--- src/rtl/pfcw_pkg.sv ---
// Shared constants and the queue entry type of the packet framer.
package pfcw_pkg;

   // Whitening table length and the longest payload that still fits it.
   localparam int WhitenTableLen = 57;
   localparam int MaxPayload     = WhitenTableLen - 3;

   // CRC-16 settings: polynomial 0x8005, MSB first, preset to all ones.
   localparam logic [15:0] CrcInit = 16'hFFFF;
   localparam logic [15:0] CrcPoly = 16'h8005;

   // Default depth of the queue between the front and the back.
   localparam int QueueDepth = 4;

   // One classified payload byte on its way to the back.
   typedef struct packed {
      logic [7:0]  data;
      logic [15:0] crc;
      logic [5:0]  len;
      logic [5:0]  pos;
      logic        first;
      logic        last;
   } entry_type;

   // Kind of beat that the back sends next for the entry at the queue head.
   typedef enum logic [3:0] {
      KIND_LEN  = 4'b0001,
      KIND_DATA = 4'b0010,
      KIND_CRCH = 4'b0100,
      KIND_CRCL = 4'b1000
   } kind_type;

endpackage

--- src/rtl/pfcw_front.sv ---
// Front end: frames payload bytes, tracks position and length, updates the CRC.
module pfcw_front (
   input  logic                  clock,
   input  logic                  reset,
   input  logic                  req_valid,
   output logic                  req_stall,
   input  logic [7:0]            req_data_byte,
   input  logic [5:0]            req_payload_length,
   input  logic                  q_full,
   output logic                  q_push,
   output pfcw_pkg::entry_type   q_entry
);

   localparam logic [5:0] MaxLen = 6'(pfcw_pkg::MaxPayload);

   // One byte of CRC-16 update, eight shift steps.
   function automatic logic [15:0] crc_byte(input logic [15:0] crc, input logic [7:0] b);
      logic [15:0] c;
      c = crc ^ {b, 8'h00};
      for (int k = 0; k < 8; k++) begin
         if (c[15]) begin
            c = {c[14:0], 1'b0} ^ pfcw_pkg::CrcPoly;
         end else begin
            c = {c[14:0], 1'b0};
         end
      end
      return c;
   endfunction

   // Frame tracking at the input.
   logic [5:0]  pos_ff, pos_in;
   logic [5:0]  len_ff, len_in;

   // Classification stage register.
   logic        a_valid_ff, a_valid_in;
   logic [7:0]  a_data_ff;
   logic [5:0]  a_len_ff;
   logic [5:0]  a_pos_ff;
   logic        a_first_ff;
   logic        a_last_ff;
   logic [15:0] a_lencrc_ff;

   // Running CRC, updated as entries enter the queue.
   logic [15:0] crc_ff, crc_in;

   logic        accept;
   logic        a_advance;
   logic        first;
   logic        last;
   logic [5:0]  len_sel;
   logic [5:0]  position;
   logic [5:0]  len_clamped;
   logic [15:0] crc_start;
   logic [15:0] crc_next;

   assign a_advance = !a_valid_ff || !q_full;
   assign req_stall = !a_advance;
   assign accept    = req_valid && a_advance;

   always_comb begin
      len_clamped = req_payload_length;
      if (req_payload_length == 6'd0) begin
         len_clamped = 6'd1;
      end else if (req_payload_length > MaxLen) begin
         len_clamped = MaxLen;
      end
      first    = (pos_ff == 6'd0);
      len_sel  = first ? len_clamped : len_ff;
      position = first ? 6'd1 : pos_ff;
      last     = (position >= len_sel);
      pos_in   = pos_ff;
      len_in   = len_ff;
      if (accept) begin
         pos_in = last ? 6'd0 : position + 6'd1;
         len_in = len_sel;
      end
   end

   always_comb begin
      a_valid_in = a_valid_ff;
      if (a_advance) begin
         a_valid_in = req_valid;
      end
   end

   // The length byte's CRC does not depend on earlier frames, so it is
   // formed a stage ahead and only one byte update sits in the CRC loop.
   assign q_push    = a_valid_ff && !q_full;
   assign crc_start = a_first_ff ? a_lencrc_ff : crc_ff;
   assign crc_next  = crc_byte(crc_start, a_data_ff);

   always_comb begin
      crc_in = crc_ff;
      if (q_push) begin
         crc_in = a_last_ff ? pfcw_pkg::CrcInit : crc_next;
      end
   end

   always_comb begin
      q_entry.data  = a_data_ff;
      q_entry.crc   = crc_next;
      q_entry.len   = a_len_ff;
      q_entry.pos   = a_pos_ff;
      q_entry.first = a_first_ff;
      q_entry.last  = a_last_ff;
   end

   always_ff @(posedge clock) begin
      if (reset) begin
         pos_ff     <= 6'd0;
         len_ff     <= 6'd0;
         a_valid_ff <= 1'b0;
         crc_ff     <= pfcw_pkg::CrcInit;
      end else begin
         pos_ff     <= pos_in;
         len_ff     <= len_in;
         a_valid_ff <= a_valid_in;
         crc_ff     <= crc_in;
      end
   end

   always_ff @(posedge clock) begin
      if (accept) begin
         a_data_ff   <= req_data_byte;
         a_len_ff    <= len_sel;
         a_pos_ff    <= position;
         a_first_ff  <= first;
         a_last_ff   <= last;
         a_lencrc_ff <= crc_byte(pfcw_pkg::CrcInit, {2'b00, len_clamped});
      end
   end

endmodule

--- src/rtl/pfcw_queue.sv ---
// Short first-in first-out queue of classified bytes between front and back.
module pfcw_queue #(
   parameter int DEPTH = pfcw_pkg::QueueDepth
) (
   input  logic                  clock,
   input  logic                  reset,
   input  logic                  push,
   input  pfcw_pkg::entry_type   push_entry,
   output logic                  full,
   input  logic                  pop,
   output logic                  head_valid,
   output pfcw_pkg::entry_type   head_entry
);

   localparam int PtrW = (DEPTH > 1) ? $clog2(DEPTH) : 1;
   localparam int CntW = $clog2(DEPTH + 1);
   localparam logic [PtrW-1:0] LastIdx = PtrW'(DEPTH - 1);
   localparam logic [CntW-1:0] FullCnt = CntW'(DEPTH);
   localparam logic [PtrW-1:0] PtrOne  = PtrW'(1);
   localparam logic [CntW-1:0] CntOne  = CntW'(1);

   pfcw_pkg::entry_type mem_ff [DEPTH];

   logic [PtrW-1:0] wr_ptr_ff, wr_ptr_in;
   logic [PtrW-1:0] rd_ptr_ff, rd_ptr_in;
   logic [CntW-1:0] count_ff, count_in;

   assign full       = (count_ff == FullCnt);
   assign head_valid = (count_ff != '0);
   assign head_entry = mem_ff[rd_ptr_ff];

   always_comb begin
      wr_ptr_in = wr_ptr_ff;
      rd_ptr_in = rd_ptr_ff;
      count_in  = count_ff;
      if (push) begin
         wr_ptr_in = (wr_ptr_ff == LastIdx) ? '0 : wr_ptr_ff + PtrOne;
      end
      if (pop) begin
         rd_ptr_in = (rd_ptr_ff == LastIdx) ? '0 : rd_ptr_ff + PtrOne;
      end
      if (push && !pop) begin
         count_in = count_ff + CntOne;
      end else if (pop && !push) begin
         count_in = count_ff - CntOne;
      end
   end

   always_ff @(posedge clock) begin
      if (reset) begin
         wr_ptr_ff <= '0;
         rd_ptr_ff <= '0;
         count_ff  <= '0;
      end else begin
         wr_ptr_ff <= wr_ptr_in;
         rd_ptr_ff <= rd_ptr_in;
         count_ff  <= count_in;
      end
   end

   always_ff @(posedge clock) begin
      if (push) begin
         mem_ff[wr_ptr_ff] <= push_entry;
      end
   end

endmodule

--- src/rtl/pfcw_back.sv ---
// Back end: expands queued bytes into whitened frame beats on the result channel.
module pfcw_back (
   input  logic                  clock,
   input  logic                  reset,
   input  logic                  head_valid,
   input  pfcw_pkg::entry_type   head_entry,
   output logic                  pop,
   output logic                  rsp_valid,
   input  logic                  rsp_stall,
   output logic [7:0]            rsp_out_byte,
   output logic                  rsp_frame_end
);

   // Whitening sequence by frame position; positions past the table give zero.
   function automatic logic [7:0] whiten(input logic [5:0] idx);
      logic [7:0] w;
      case (idx)
         6'd0:  w = 8'hff;  6'd1:  w = 8'he1;  6'd2:  w = 8'h1d;  6'd3:  w = 8'h9a;
         6'd4:  w = 8'hed;  6'd5:  w = 8'h85;  6'd6:  w = 8'h33;  6'd7:  w = 8'h24;
         6'd8:  w = 8'hea;  6'd9:  w = 8'h7a;  6'd10: w = 8'hd2;  6'd11: w = 8'h39;
         6'd12: w = 8'h70;  6'd13: w = 8'h97;  6'd14: w = 8'h57;  6'd15: w = 8'h0a;
         6'd16: w = 8'h54;  6'd17: w = 8'h7d;  6'd18: w = 8'h2d;  6'd19: w = 8'hd8;
         6'd20: w = 8'h6d;  6'd21: w = 8'h0d;  6'd22: w = 8'hba;  6'd23: w = 8'h8f;
         6'd24: w = 8'h67;  6'd25: w = 8'h59;  6'd26: w = 8'hc7;  6'd27: w = 8'ha2;
         6'd28: w = 8'hbf;  6'd29: w = 8'h34;  6'd30: w = 8'hca;  6'd31: w = 8'h18;
         6'd32: w = 8'h30;  6'd33: w = 8'h53;  6'd34: w = 8'h93;  6'd35: w = 8'hdf;
         6'd36: w = 8'h92;  6'd37: w = 8'hec;  6'd38: w = 8'ha7;  6'd39: w = 8'h15;
         6'd40: w = 8'h8a;  6'd41: w = 8'hdc;  6'd42: w = 8'hf4;  6'd43: w = 8'h86;
         6'd44: w = 8'h55;  6'd45: w = 8'h4e;  6'd46: w = 8'h18;  6'd47: w = 8'h21;
         6'd48: w = 8'h40;  6'd49: w = 8'hc4;  6'd50: w = 8'hc4;  6'd51: w = 8'hd5;
         6'd52: w = 8'hc6;  6'd53: w = 8'h91;  6'd54: w = 8'h8a;  6'd55: w = 8'hcd;
         6'd56: w = 8'he7;
         default: w = 8'h00;
      endcase
      return w;
   endfunction

   logic                 started_ff, started_in;
   pfcw_pkg::kind_type   kind_ff, kind_in;
   logic                 rsp_valid_ff, rsp_valid_in;
   logic [7:0]           rsp_byte_ff, rsp_byte_in;
   logic                 rsp_end_ff, rsp_end_in;

   pfcw_pkg::kind_type   cur_kind;
   pfcw_pkg::kind_type   next_kind;
   logic                 advance;
   logic                 emit;
   logic                 done;
   logic [5:0]           wpos;
   logic [7:0]           raw;
   logic                 is_end;

   assign advance = !rsp_valid_ff || !rsp_stall;
   assign emit    = advance && head_valid;
   assign pop     = emit && done;

   always_comb begin
      if (started_ff) begin
         cur_kind = kind_ff;
      end else begin
         cur_kind = head_entry.first ? pfcw_pkg::KIND_LEN : pfcw_pkg::KIND_DATA;
      end
   end

   always_comb begin
      wpos      = head_entry.pos;
      raw       = head_entry.data;
      is_end    = 1'b0;
      done      = 1'b1;
      next_kind = pfcw_pkg::KIND_DATA;
      case (cur_kind)
         pfcw_pkg::KIND_LEN: begin
            wpos      = 6'd0;
            raw       = {2'b00, head_entry.len};
            done      = 1'b0;
            next_kind = pfcw_pkg::KIND_DATA;
         end
         pfcw_pkg::KIND_DATA: begin
            done      = !head_entry.last;
            next_kind = pfcw_pkg::KIND_CRCH;
         end
         pfcw_pkg::KIND_CRCH: begin
            wpos      = head_entry.pos + 6'd1;
            raw       = head_entry.crc[15:8];
            done      = 1'b0;
            next_kind = pfcw_pkg::KIND_CRCL;
         end
         pfcw_pkg::KIND_CRCL: begin
            wpos   = head_entry.pos + 6'd2;
            raw    = head_entry.crc[7:0];
            is_end = 1'b1;
         end
         default: begin
            done = 1'b1;
         end
      endcase
   end

   always_comb begin
      started_in   = started_ff;
      kind_in      = kind_ff;
      rsp_valid_in = rsp_valid_ff;
      rsp_byte_in  = rsp_byte_ff;
      rsp_end_in   = rsp_end_ff;
      if (advance) begin
         rsp_valid_in = head_valid;
         rsp_byte_in  = raw ^ whiten(wpos);
         rsp_end_in   = is_end;
      end
      if (emit) begin
         started_in = !done;
         kind_in    = next_kind;
      end
   end

   always_ff @(posedge clock) begin
      if (reset) begin
         started_ff   <= 1'b0;
         kind_ff      <= pfcw_pkg::KIND_DATA;
         rsp_valid_ff <= 1'b0;
      end else begin
         started_ff   <= started_in;
         kind_ff      <= kind_in;
         rsp_valid_ff <= rsp_valid_in;
      end
   end

   always_ff @(posedge clock) begin
      rsp_byte_ff <= rsp_byte_in;
      rsp_end_ff  <= rsp_end_in;
   end

   assign rsp_valid     = rsp_valid_ff;
   assign rsp_out_byte  = rsp_byte_ff;
   assign rsp_frame_end = rsp_end_ff;

endmodule

--- src/rtl/packet_framer_crc16_whiten_unit.sv ---
// Top level of the packet framer with CRC-16 and whitening.
// Path: each payload byte passes the stage register, the queue, then the output register.
// Throughput: one payload byte per cycle in while req_stall is low; a frame of n bytes
// leaves as n + 3 beats; the queue absorbs the extra beats until it is full and the input stalls.
// Reset: synchronous and active high; clears the queue, the frame tracker and the
// output valid flag, and presets the running CRC to all ones.
module packet_framer_crc16_whiten_unit #(
   parameter int QUEUE_DEPTH = pfcw_pkg::QueueDepth
) (
   input  logic        clock,
   input  logic        reset,
   input  logic        req_valid,
   output logic        req_stall,
   input  logic [7:0]  req_data_byte,
   input  logic [5:0]  req_payload_length,
   output logic        rsp_valid,
   input  logic        rsp_stall,
   output logic [7:0]  rsp_out_byte,
   output logic        rsp_frame_end
);

   // The front end takes one payload beat per cycle while not stalled, samples the
   // length on the first byte of a frame, and tags each byte with its position and
   // whether it opens or closes the frame. The CRC is advanced one byte per entry that
   // enters the queue, so the running CRC loop is a single byte update.
   pfcw_pkg::entry_type push_entry;
   pfcw_pkg::entry_type head_entry;
   logic                q_push;
   logic                q_full;
   logic                q_pop;
   logic                head_valid;

   pfcw_front u_front (
      .clock              (clock),
      .reset              (reset),
      .req_valid          (req_valid),
      .req_stall          (req_stall),
      .req_data_byte      (req_data_byte),
      .req_payload_length (req_payload_length),
      .q_full             (q_full),
      .q_push             (q_push),
      .q_entry            (push_entry)
   );

   // The queue absorbs the extra beats of a frame's head and tail, so the input
   // keeps flowing while the back end sends the length and CRC bytes, until the queue is full.
   pfcw_queue #(
      .DEPTH (QUEUE_DEPTH)
   ) u_queue (
      .clock      (clock),
      .reset      (reset),
      .push       (q_push),
      .push_entry (push_entry),
      .full       (q_full),
      .pop        (q_pop),
      .head_valid (head_valid),
      .head_entry (head_entry)
   );

   // The back end turns each queued byte into one to four whitened beats and
   // holds them in an output register, flagging the low CRC byte as the end
   // of the frame.
   pfcw_back u_back (
      .clock         (clock),
      .reset         (reset),
      .head_valid    (head_valid),
      .head_entry    (head_entry),
      .pop           (q_pop),
      .rsp_valid     (rsp_valid),
      .rsp_stall     (rsp_stall),
      .rsp_out_byte  (rsp_out_byte),
      .rsp_frame_end (rsp_frame_end)
   );

endmodule

--- config.mk ---
export PLATFORM = sky130hd
export DESIGN_NAME = packet_framer_crc16_whiten_unit
export DESIGN_NICKNAME = d
export VERILOG_FILES = /design/src/rtl/pfcw_pkg.sv /design/src/rtl/pfcw_front.sv /design/src/rtl/pfcw_queue.sv /design/src/rtl/pfcw_back.sv /design/src/rtl/packet_framer_crc16_whiten_unit.sv
export SDC_FILE = /design/constraint.sdc
export NUM_CORES = 1
export LEC_CHECK = 0
export BUFFER_PORTS_ARGS = -buffer_cell sky130_fd_sc_hd__buf_2
export CAP_MARGIN = 20
export CORE_MARGIN = 3
export CORE_UTILIZATION = 56
export CTS_CLUSTER_SIZE = 16
export DETAILED_ROUTE_END_ITERATION = 7
export GPL_TIMING_DRIVEN = 1
export PLACE_DENSITY_LB_ADDON = 0.08
export RECOVER_POWER = 50
export SETUP_SLACK_MARGIN = 0.05
export SKIP_LAST_GASP = 1
export SYNTH_ARGS = -nofsm -noshare
export SYNTH_HDL_FRONTEND = slang
export SYNTH_SLANG_ARGS = --single-unit
--- constraint.sdc ---
create_clock -name clock -period 3.6 [get_ports clock]
set_input_delay 0.18 -clock clock [delete_from_list [all_inputs] [get_ports clock]]
set_output_delay 0.18 -clock clock [all_outputs]
set_load 0.01 [all_outputs]
==> reports/metrics.cfg, run 1 <==
[global_routing]
grt_pass1_vias=6952
grt_max_degree=46
grt_pass1_wl_um=39000
grt-ovfl-total=0
antenna_found_initial=0
track_usage_pct=23.3

[setup_path]
cp-start-kind=register
end_kind=register
cp_max_fo=9
critical_path_class=reg -> reg
crit_arrival_ps=3590
required_ps=3850

[logic_synthesis]
async_flop_share_pct=0
synth_edf_count=192
synth-seq-cells=235
avgSynthCellArea_um2=13.8
ys.flop_type=edfxtp_1
ys_types=86
yosysWarningCount=0
syn_area_um2=11000
yosysSeqAreaShare_pct=60.5
syn_nets=837
synth_cells=795

[run]
cap_viol_max_count=0

[floorplan]
fp-row-count=50
die-area_um2=21300
core-area_um2=19000
ios=29
die_x_um=146
die_height_um=146
initial_core_util_pct=57.8

[clock_tree]
cts_sinks=235
path_clk_slew_ps=60
htreeDepth=1
numCtsBuffers=24
cts.path.max_buffers=3
cts-root-buf=clkbuf_16
insertion_delay_ps=520
cts_tree=yes

[power_and_ir_drop]
p_per_area_nw_per_um2=868
leakage_nw=4.34
max-vdd-ir-drop_mv=0.502

[timing]
maxSlewHeadroom_pct=21.8
whs_ps=59.6
max_freq_mhz=299
finalSetupViolations=0
finalCriticalPeriod_ps=3340
slew_violations=0
fin_crit_sh_pct=92.8
worst_slew_pin_slew_ps=1170
setup_tns_ps=0
rsz0062_at_grt=no
final_hold_viol_count=0
clock_skew_ps=16.3

[hold_path]
hold_class=in -> reg
worstHoldStart=req_payload_length[0]

[routing]
postRouteAntennaNets=0
drt-vias-per-instance=6.17
drt_iter0_drc=601
vias=7005
first_pass_iters=5
wl_um=24700
wire_per_inst_um=21.7
drc_errors=0

[finish]
final_cell_mix=edfxtp_1, nor2_1, nand2_1
syn_to_final_growth_pct=13.7
drive_gt1_share_pct=19.4
fin_cells=1135
final_nets=899
n_antenna_cell=0
final_common_cell=edfxtp_1

[place]
finalWeightedCongestion=0.883
dp_cells=1081
io_buffers=28
hpwl_um=16600

[outcome]
status=completed

[report_power, final]
group / leakage (nW) / total (mW) / internal, mW / switching [mW]
clock: 0.395 / 2.53 / 1.52 / 1.01
combinational: 1.81 / 4.43 / 1.89 / 2.54
sequential: 2.13 / 3.85 / 3.59 / 0.257
total: 4.34 / 10.8 / 7.01 / 3.80
[worst max-delay path, cell delays in order, from the launching register on]
cell and delay, ps:
dfxtp_4 420, mux4_2 570, ha_1 310, nand2_1 60, o211a_1 220, inv_2 120, ha_1 220, nand2b_1 140
o32ai_1 320, a211oi_1 100, a2bb2oi_1 150, o32ai_1 200, nand2b_1 160, o211ai_1 80
[state kept, by name (all words and copies together), names as in the netlist, 2 cells and up, named ones only]
register	count
u_queue.mem_ff	152
u_front.crc_ff	16
u_front.a_lencrc_ff	9
u_back.rsp_out_byte	8
u_front.a_data_ff	8
u_front.a_len_ff	6
u_front.a_pos_ff	6
u_front.len_ff	6
u_front.pos_ff	6
u_back.kind_ff	3
u_queue.count_ff	3
u_queue.rd_ptr_ff	2
u_queue.wr_ptr_ff	2
[metrics by stage]
stage / utilization, % / instance area [um^2] / worst slack (ps) / total power [mW]
2_1_floorplan: - / 11000 / 209 / 6.88
5_1_grt: 65.8 / 12500 / 76.6 / 11.4
3_3_place_gp: 61.1 / 11600 / 130 / 8.29
4_1_cts: 65.9 / 12500 / 207 / 10.9
3_5_place_dp: 61.1 / 11600 / 228 / 8.30
6_report: 65.8 / 12500 / 259 / 10.8
[logic make-up (layout without fill, tap and decap cells)]
family / after synthesis / count (layout) / synth area share (%)
adder cells (fa/ha/maj): 24 / 24 / 2.81
multiplexers: 60 / 60 / 9.89
AND/OR/NAND/NOR: 200 / 200 / 9.09
AO/OA/AOI/OAI: 156 / 156 / 10.7
flip-flops: 235 / 235 / 60.5
buffers and inverters: 67 / 147 / 2.64
XOR/XNOR: 53 / 53 / 4.43
[cell type report]
class / count / area [um^2]
flip-flops and latches: 235 / 6630
fillers: 1369 / 6490
multi-input cells: 493 / 4050
clock buffers: 28 / 616
repair buffers: 81 / 559
well taps: 260 / 325
clock inverters: 16 / 196
inverters: 22 / 82.6
[cells in the mapped netlist (all sizes together) (21+ instances only)]
cell    number  area share (%)
edfxtp     192              53
nor2        56             2.0
nand2       49             1.8
dfxtp       43             7.9
mux4        37             7.6
xnor2       33             2.7
clkbuf      31             1.1
a21oi       29             1.4
nor3        27             1.3
o21ai       24             1.1
ha          23             2.6
inv         21            0.72
[path summary, 6_finish.rpt]
kind | slack, ps | cells after the start | to
max | 260 | 13 | u_back.rsp_out_byte[2]
min | 60 | 3 | u_front.a_lencrc_ff[2]
max reg2reg | 260 | 13 | u_back.rsp_out_byte[2]
min reg2reg | 490 | 0 | u_queue.mem_ff[0][8]
[per-layer routing]
layer,global-route usage [%],vias up,share of wire (%),routed length (um)
met5,0,-,0,0
met4,8.12,0,3.4,829
met3,3.39,55,5.9,1470
met2,37.3,246,48,11700
met1,33.0,3520,43,10700
li1,-,3184,-,-
[repair_timing]
action                                  in CTS  in global routing
setup buffers                                0                  0
hold endpoints to repair                    10                  0
hold buffers                                10                  0
endpoints found under the setup margin       0                  2
resized for setup                            0                  2
(Power assumes the default switching activity.)
==> run 2: changes to the inputs <==
--- a/config.mk
+++ b/config.mk
@@ -5,6 +5,7 @@
 export SDC_FILE = /design/constraint.sdc
 export NUM_CORES = 1
 export LEC_CHECK = 0
+export ABC_AREA = 1
 export BUFFER_PORTS_ARGS = -buffer_cell sky130_fd_sc_hd__buf_2
 export CAP_MARGIN = 20
 export CORE_MARGIN = 3
==> reports/metrics.cfg, run 2 <==
[outcome]
status=completed  ; unchanged

[run]
cap_viol_max_count=0  ; unchanged

[timing]
finalCriticalPeriod_ps=3220  ; was 3340 ps
rsz0062_at_grt=no  ; unchanged
setup_tns_ps=0  ; unchanged
maxSlewHeadroom_pct=6.88  ; was 21.8%
max_freq_mhz=310  ; was 299 MHz
worst_slew_pin_slew_ps=1400  ; was 1170 ps
slew_violations=0  ; unchanged
clock_skew_ps=14.7  ; was 16.3 ps
final_hold_viol_count=0  ; unchanged
whs_ps=35.6  ; was 59.6 ps
finalSetupViolations=0  ; unchanged
fin_crit_sh_pct=89.6  ; was 92.8%

[global_routing]
grt-busiest-layer=met2  ; unchanged
antenna_found_initial=0  ; unchanged
grt_pass1_wl_um=40400  ; was 39000 um
use_met2_pct=38.2  ; was 37.3%
grt.met3_usage_pct=2.55  ; was 3.39%
gr-usage-met1_pct=34.2  ; was 33.0%
grt_max_degree=43  ; was 46
track_usage_pct=23.3  ; about the same
grt-ovfl-total=0  ; unchanged
grt_pass1_vias=7630  ; was 6952

[logic_synthesis]
yosysMostFrequentCell=nand2_1  ; was edfxtp_1
avgSynthCellArea_um2=9.85  ; was 13.8 um^2
synthTopCellsByCount=nand2_1, edfxtp_1, nor2_1  ; was edfxtp_1, nor2_1, nand2_1
synth_cells=1124  ; was 795
ys.flop_type=edfxtp_1  ; unchanged
yosys.area_share.simple_pct=18.7  ; was 9.09%
synth_fa_ha_area_share_pct=2.78  ; was 2.81%
synth_top_family_by_area=simple AND/OR/NAND/NOR gates  ; was compound AO/OA/AOI/OAI gates
synthXorXnorAreaFrac_pct=1.74  ; was 4.43%
synth_top_area_cell=edfxtp_1  ; unchanged
ys_types=50  ; was 86
synth.mux.area_fraction_pct=0.181  ; was 9.89%
synth-seq-cells=235  ; unchanged
async_flop_share_pct=0  ; unchanged
yosysWarningCount=0  ; unchanged
yosysSeqAreaShare_pct=59.9  ; was 60.5%
syn_area_um2=11100  ; was 11000 um^2
yosys-top-cells-area=edfxtp_1, nand2_1, dfxtp_1  ; was edfxtp_1, dfxtp_1, mux4_2
syn_nets=1166  ; was 837
synth_edf_count=192  ; unchanged
yosysTopAreaCellShare_pct=52.1  ; was 52.6%
synth_compound_area_share_pct=11.2  ; was 10.7%

[routing]
vias=7920  ; was 7005
wl_um=24700  ; about the same
wire_per_inst_um=17.2  ; was 21.7 um
drc_errors=0  ; unchanged
drt-vias-per-instance=5.51  ; was 6.17
drt_iter0_drc=499  ; was 601
postRouteAntennaNets=0  ; unchanged
first_pass_iters=5  ; unchanged

[finish]
n_antenna_cell=0  ; unchanged
final_cell_mix=nand2_1, edfxtp_1, nor2_1, o21ai_0, nand3_1  ; was edfxtp_1, nor2_1, nand2_1
drive_gt1_share_pct=9.25  ; was 19.4%
syn_to_final_growth_pct=11.9  ; was 13.7%
largest_reg_flops=152  ; unchanged
final_nets=1202  ; was 899
fin_area_um2=12400  ; was 12500 um^2
reg_top3=u_queue.mem_ff (152), u_front.crc_ff (16), u_front.a_lencrc_ff (9)  ; unchanged
final_common_cell=nand2_1  ; was edfxtp_1
largest_register=u_queue.mem_ff  ; unchanged

[clock_tree]
cts.path.max_buffers=3  ; unchanged
path_clk_slew_ps=60  ; about the same
cts_sinks=235  ; unchanged
htreeDepth=1  ; unchanged
cts_tree=yes  ; unchanged
numCtsBuffers=25  ; was 24
insertion_delay_ps=510  ; was 520 ps
cts_setup_buffers=0  ; unchanged
cts-root-buf=clkbuf_16  ; unchanged

[floorplan]
die_x_um=147  ; was 146 um
ios=29  ; unchanged
die_height_um=147  ; was 146 um
initial_core_util_pct=58.0  ; was 57.8%
core-area_um2=19100  ; was 19000 um^2
die-area_um2=21500  ; was 21300 um^2
fp-row-count=50  ; unchanged

[setup_path]
cp-start-kind=register  ; unchanged
crit_arrival_ps=3490  ; was 3590 ps
cp_max_fo=21  ; was 9
required_ps=3860  ; was 3850 ps
end_kind=register  ; unchanged
r2r_setup_slack_ps=380  ; was 260 ps
critical_path_class=reg -> reg  ; unchanged
cp-endpoint=u_back.rsp_out_byte[0]  ; was u_back.rsp_out_byte[2]
r2r_end=u_back.rsp_out_byte[0]  ; was u_back.rsp_out_byte[2]
ff2ff_path_depth=17  ; was 13

[place]
hpwl_um=16300  ; was 16600 um
finalWeightedCongestion=0.914  ; was 0.883
postPlaceCellArea_um2=11500  ; was 11600 um^2
io_buffers=28  ; unchanged

[power_and_ir_drop]
leakage_nw=4.89  ; was 4.34 nW
max-vdd-ir-drop_mv=0.541  ; was 0.502 mV
p_per_area_nw_per_um2=921  ; was 868 nW/um^2

[hold_path]
hold_class=in -> reg  ; unchanged

run 2: changes by cell type in the layout (fill, tap and decap cells not counted), moves of 36 or more:
cell / delta
nor2_1: +42
nand3_1: +73
nand2_1: +216
o21ai_0: +73
inv_1: +62
mux4_2: -36
run 2: stage by stage:
| stage | util [%] | total power [mW] | cells | worst slack [ps] |
|---|---|---|---|---|
| global route | 64.9 | 12.3 | 1438 | 61.4 |
| global placement | 60.2 | 8.75 | 1384 | 406 |
| floorplan | - | 7.51 | 1124 | 713 |
| CTS | 65.1 | 11.4 | 1438 | 376 |
| detailed placement | 60.2 | 8.79 | 1384 | 400 |
| finish | 64.9 | 11.4 | 1438 | 376 |
run 2: routing by layer:
metal,wire [um],vias to the layer above
met5,0,-
met4,377,0
met3,1430,30
met2,11600,207
met1,11300,3739
li1,-,3944
run 2: power by group:
part	switching (mW)	internal [mW]	total (mW)
combinational	3.48	1.57	5.05
sequential	0.200	3.54	3.74
clock	0.996	1.63	2.62
run 2: worst min path at each step:
stage,end,depth (start not counted),slack [ps],startpoint
after floorplan,u_front.a_data_ff[0],0,280,req_data_byte[0]
after global placement,u_front.a_data_ff[6],1,360,req_data_byte[6]
after detailed placement,u_front.a_data_ff[5],1,360,req_data_byte[5]
after CTS,u_front.a_lencrc_ff[5],3,30,req_payload_length[4]
after global routing,u_front.a_lencrc_ff[5],3,80,req_payload_length[4]
final,u_front.a_lencrc_ff[5],3,40,req_payload_length[4]
run 2: area by class of cell:
class	instances	area, um^2
Clock inverter	14	175
Fill cell	1548	6690
Multi-Input combinational cell	744	3860
Timing Repair Buffer	58	353
Tap cell	260	325
Clock buffer	31	679
Inverter	96	363
Sequential cell	235	6630
run 2: repair_timing:
action | CTS | global route
resized for setup | 0 | 0
hold buffers | 9 | 0
hold endpoints to repair | 9 | 0
run 2: critical path: stages (launching register included):
cell and delay [ps]:
dfxtp_1 520, buf_4 340, nor2_1 70, o21ai_0 70
nand2_1 70, nand2_1 140, nand3_1 170, o21ai_4 320
inv_2 110, ha_1 360, inv_1 100, nand2_1 80
nand2_1 100, o21ai_0 80, o21ai_1 150, nand3_1 130
nand3b_1 110, nand2_1 50
run 2: cell families after synthesis:
group                    Yosys count
AND/OR/NAND/NOR                  487
flip-flops                       235
AO/OA/AOI/OAI                    209
buffers and inverters            145
adder cells (fa/ha/maj)           24
XOR/XNOR                          22
multiplexers                       2
==> run 3: changes to the inputs <==
--- a/config.mk
+++ b/config.mk
@@ -6,15 +6,15 @@
 export NUM_CORES = 1
 export LEC_CHECK = 0
 export ABC_AREA = 1
-export BUFFER_PORTS_ARGS = -buffer_cell sky130_fd_sc_hd__buf_2
 export CAP_MARGIN = 20
 export CORE_MARGIN = 3
-export CORE_UTILIZATION = 56
+export CORE_UTILIZATION = 58
 export CTS_CLUSTER_SIZE = 16
 export DETAILED_ROUTE_END_ITERATION = 7
+export DONT_BUFFER_PORTS = 1
 export GPL_TIMING_DRIVEN = 1
 export PLACE_DENSITY_LB_ADDON = 0.08
-export RECOVER_POWER = 50
+export RECOVER_POWER = 100
 export SETUP_SLACK_MARGIN = 0.05
 export SKIP_LAST_GASP = 1
 export SYNTH_ARGS = -nofsm -noshare
==> reports/metrics.cfg, run 3 (synthesized netlist as in run 2, its figures left out) <==
[outcome]
status=completed  ; unchanged

[clock_tree]
cts_sinks=235  ; unchanged
hold_buffers=16  ; was 9
path_clk_slew_ps=60  ; about the same
cts_setup_buffers=0  ; unchanged
cts_resized=0  ; unchanged
cts_tree=yes  ; unchanged
insertion_delay_ps=500  ; was 510 ps
numCtsBuffers=24  ; was 25
cts.path.max_buffers=3  ; unchanged
cts-root-buf=clkbuf_16  ; unchanged
htreeDepth=1  ; unchanged

[setup_path]
path_delay_family=simple AND/OR/NAND/NOR gates  ; unchanged
cp-start-kind=register  ; unchanged
cp_max_fo=19  ; was 21
cp_num_cells=16  ; was 17
ff2ff_path_depth=16  ; was 17
crit_arrival_ps=3470  ; was 3490 ps
cp_slowest_cell=a21oi_2  ; was dfxtp_1
r2r_setup_slack_ps=380  ; about the same
critical_path_class=reg -> reg  ; unchanged
cp_cell_sequence=buf_4, nor2_1, o21ai_0, nand2_1, nand2_1, nand2_4, inv_1, a21oi_2, inv_1, ha_1, nor2_1, o21ai_0, nand3_1, nand3_1, nand3_1, nand2_1  ; was buf_4, nor2_1, o21ai_0, nand2_1, nand2_1, nand3_1, o21ai_4, inv_2, ha_1, inv_1, nand2_1, nand2_1, o21ai_0, o21ai_1, nand3_1, nand3b_1, nand2_1
crit_path_max_incr_delay_ps=360  ; was 520 ps
end_kind=register  ; unchanged
path_buf_inv=3  ; unchanged
r2r_end=u_back.rsp_out_byte[2]  ; was u_back.rsp_out_byte[0]
required_ps=3850  ; was 3860 ps

[routing]
first_pass_iters=5  ; unchanged
wire_per_inst_um=17.9  ; was 17.2 um
drt_iter0_drc=686  ; was 499
postRouteAntennaNets=0  ; unchanged
drc_errors=0  ; unchanged
vias=7902  ; was 7920
wl_um=24800  ; was 24700 um
drt-vias-per-instance=5.71  ; was 5.51

[place]
io_buffers=0  ; was 28
hpwl_um=16300  ; about the same
finalWeightedCongestion=0.961  ; was 0.914
dp_cells=1325  ; was 1384

[power_and_ir_drop]
p_int_mw=6.65  ; was 6.74 mW
max-vdd-ir-drop_mv=0.430  ; was 0.541 mV
pwr-share-seq_pct=33.4  ; was 32.8%
leakage_nw=4.84  ; was 4.89 nW
p_clk_share_pct=22.5  ; was 23.0%
finalPower_mw=11.3  ; was 11.4 mW
combPwrFrac_pct=44.2  ; was 44.3%
p_sw_mw=4.66  ; was 4.67 mW
sw_frac_of_total_pct=41.2  ; was 41.0%
p_per_area_nw_per_um2=924  ; was 921 nW/um^2

[finish]
largest_reg_flops=152  ; unchanged
drive_gt1_share_pct=7.96  ; was 9.25%
reg_top3=u_queue.mem_ff (152), u_front.crc_ff (16), u_front.a_lencrc_ff (9)  ; unchanged
fin_util_pct=66.8  ; was 64.9%
regArea_um2=6630  ; unchanged
fillers=1443  ; was 1548
fin_cells=1385  ; was 1438
syn_to_final_growth_pct=10.6  ; was 11.9%
final_cell_mix=nand2_1, edfxtp_1, o21ai_0  ; was nand2_1, edfxtp_1, nor2_1, o21ai_0, nand3_1
multiInputGateArea_um2=3850  ; was 3860 um^2
n_antenna_cell=0  ; unchanged
largest_register=u_queue.mem_ff  ; unchanged
final_nets=1180  ; was 1202
final_common_cell=nand2_1  ; unchanged

[global_routing]
grt_pass1_vias=7395  ; was 7630
grt-ovfl-total=0  ; unchanged
track_usage_pct=24.1  ; was 23.3%
antenna_found_initial=0  ; unchanged
grt_max_degree=41  ; was 43
grt_pass1_wl_um=39400  ; was 40400 um

[hold_path]
hold_end=u_front.a_len_ff[4]  ; was u_front.a_lencrc_ff[5]
hold_class=in -> reg  ; unchanged
hold_depth=2  ; was 3
worstHoldStart=req_payload_length[4]  ; unchanged

[timing]
setup_tns_ps=0  ; unchanged
rsz0062_at_grt=no  ; unchanged
worst_slew_pin_slew_ps=1370  ; was 1400 ps
clock_skew_ps=10.8  ; was 14.7 ps
final_hold_viol_count=0  ; unchanged
finalSetupViolations=0  ; unchanged
fin_crit_sh_pct=89.4  ; was 89.6%
finalCriticalPeriod_ps=3220  ; about the same
slew_violations=0  ; unchanged
maxSlewHeadroom_pct=8.63  ; was 6.88%
max_freq_mhz=311  ; was 310 MHz

[floorplan]
ios=29  ; unchanged
die_x_um=144  ; was 147 um
die-area_um2=20800  ; was 21500 um^2
fp-row-count=49  ; was 50
initial_core_util_pct=60.4  ; was 58.0%
core-area_um2=18300  ; was 19100 um^2
die_height_um=144  ; was 147 um

[run]
cap_viol_max_count=0  ; unchanged

run 3: how the worst max path moves through the flow:
stage,slack (ps),from,to
final,380,register,u_back.rsp_out_byte[2]
after global routing,60,register,u_back.rsp_out_byte[2]
after CTS,410,register,u_back.rsp_out_byte[2]
after detailed placement,410,register,u_back.rsp_out_byte[2]
after global placement,440,register,u_back.rsp_out_byte[2]
after floorplan,710,u_queue.count_ff[0],u_queue.mem_ff[0][0]
run 3: area by class of cell:
class	instances	area share [%]
inverter	96	2.96
clock inverter	15	1.39
clock buffer	29	5.31
tap	229	2.34
multi-input combinational	744	31.5
timing repair buffer	37	2.40
sequential	235	54.1
run 3: power groups by stage:
stage                     clock [mW]  combinational (mW)  sequential, mW
after floorplan                    0                3.77            3.74
after global placement             0                4.89            3.82
after detailed placement           0                4.92            3.83
after CTS                       2.57                4.97            3.77
after global routing            2.68                5.64            3.82
final                           2.54                5.00            3.77
run 3: layer usage:
layer  global-route usage [%]  vias to the layer above  wire [um]
met5                        0                        -          0
met4                     4.42                        0        269
met3                     3.80                       26       1770
met2                     39.8                      264      11800
met1                     34.7                     3703      10900
li1                         -                     3909          -
run 3: worst register-to-register path, cell delays in order (launching register included):
cell and delay [ps]:
dfxtp_1 350, buf_4 240, nor2_1 120, o21ai_0 90, nand2_1 80, nand2_1 110
nand2_4 160, inv_1 100, a21oi_2 360, inv_1 210, ha_1 260, nor2_1 320
o21ai_0 150, nand3_1 100, nand3_1 130, nand3_1 130, nand2_1 50
run 3: per-stage QoR:
stage          hold WS (ps)  cell area (um^2)  setup WS (ps)
5_1_grt                56.9             12200           60.4
4_1_cts                14.0             12300            406
2_1_floorplan           279             11100            713
3_5_place_dp            255             11300            406
3_3_place_gp            255             11300            437
6_report               31.1             12200            382
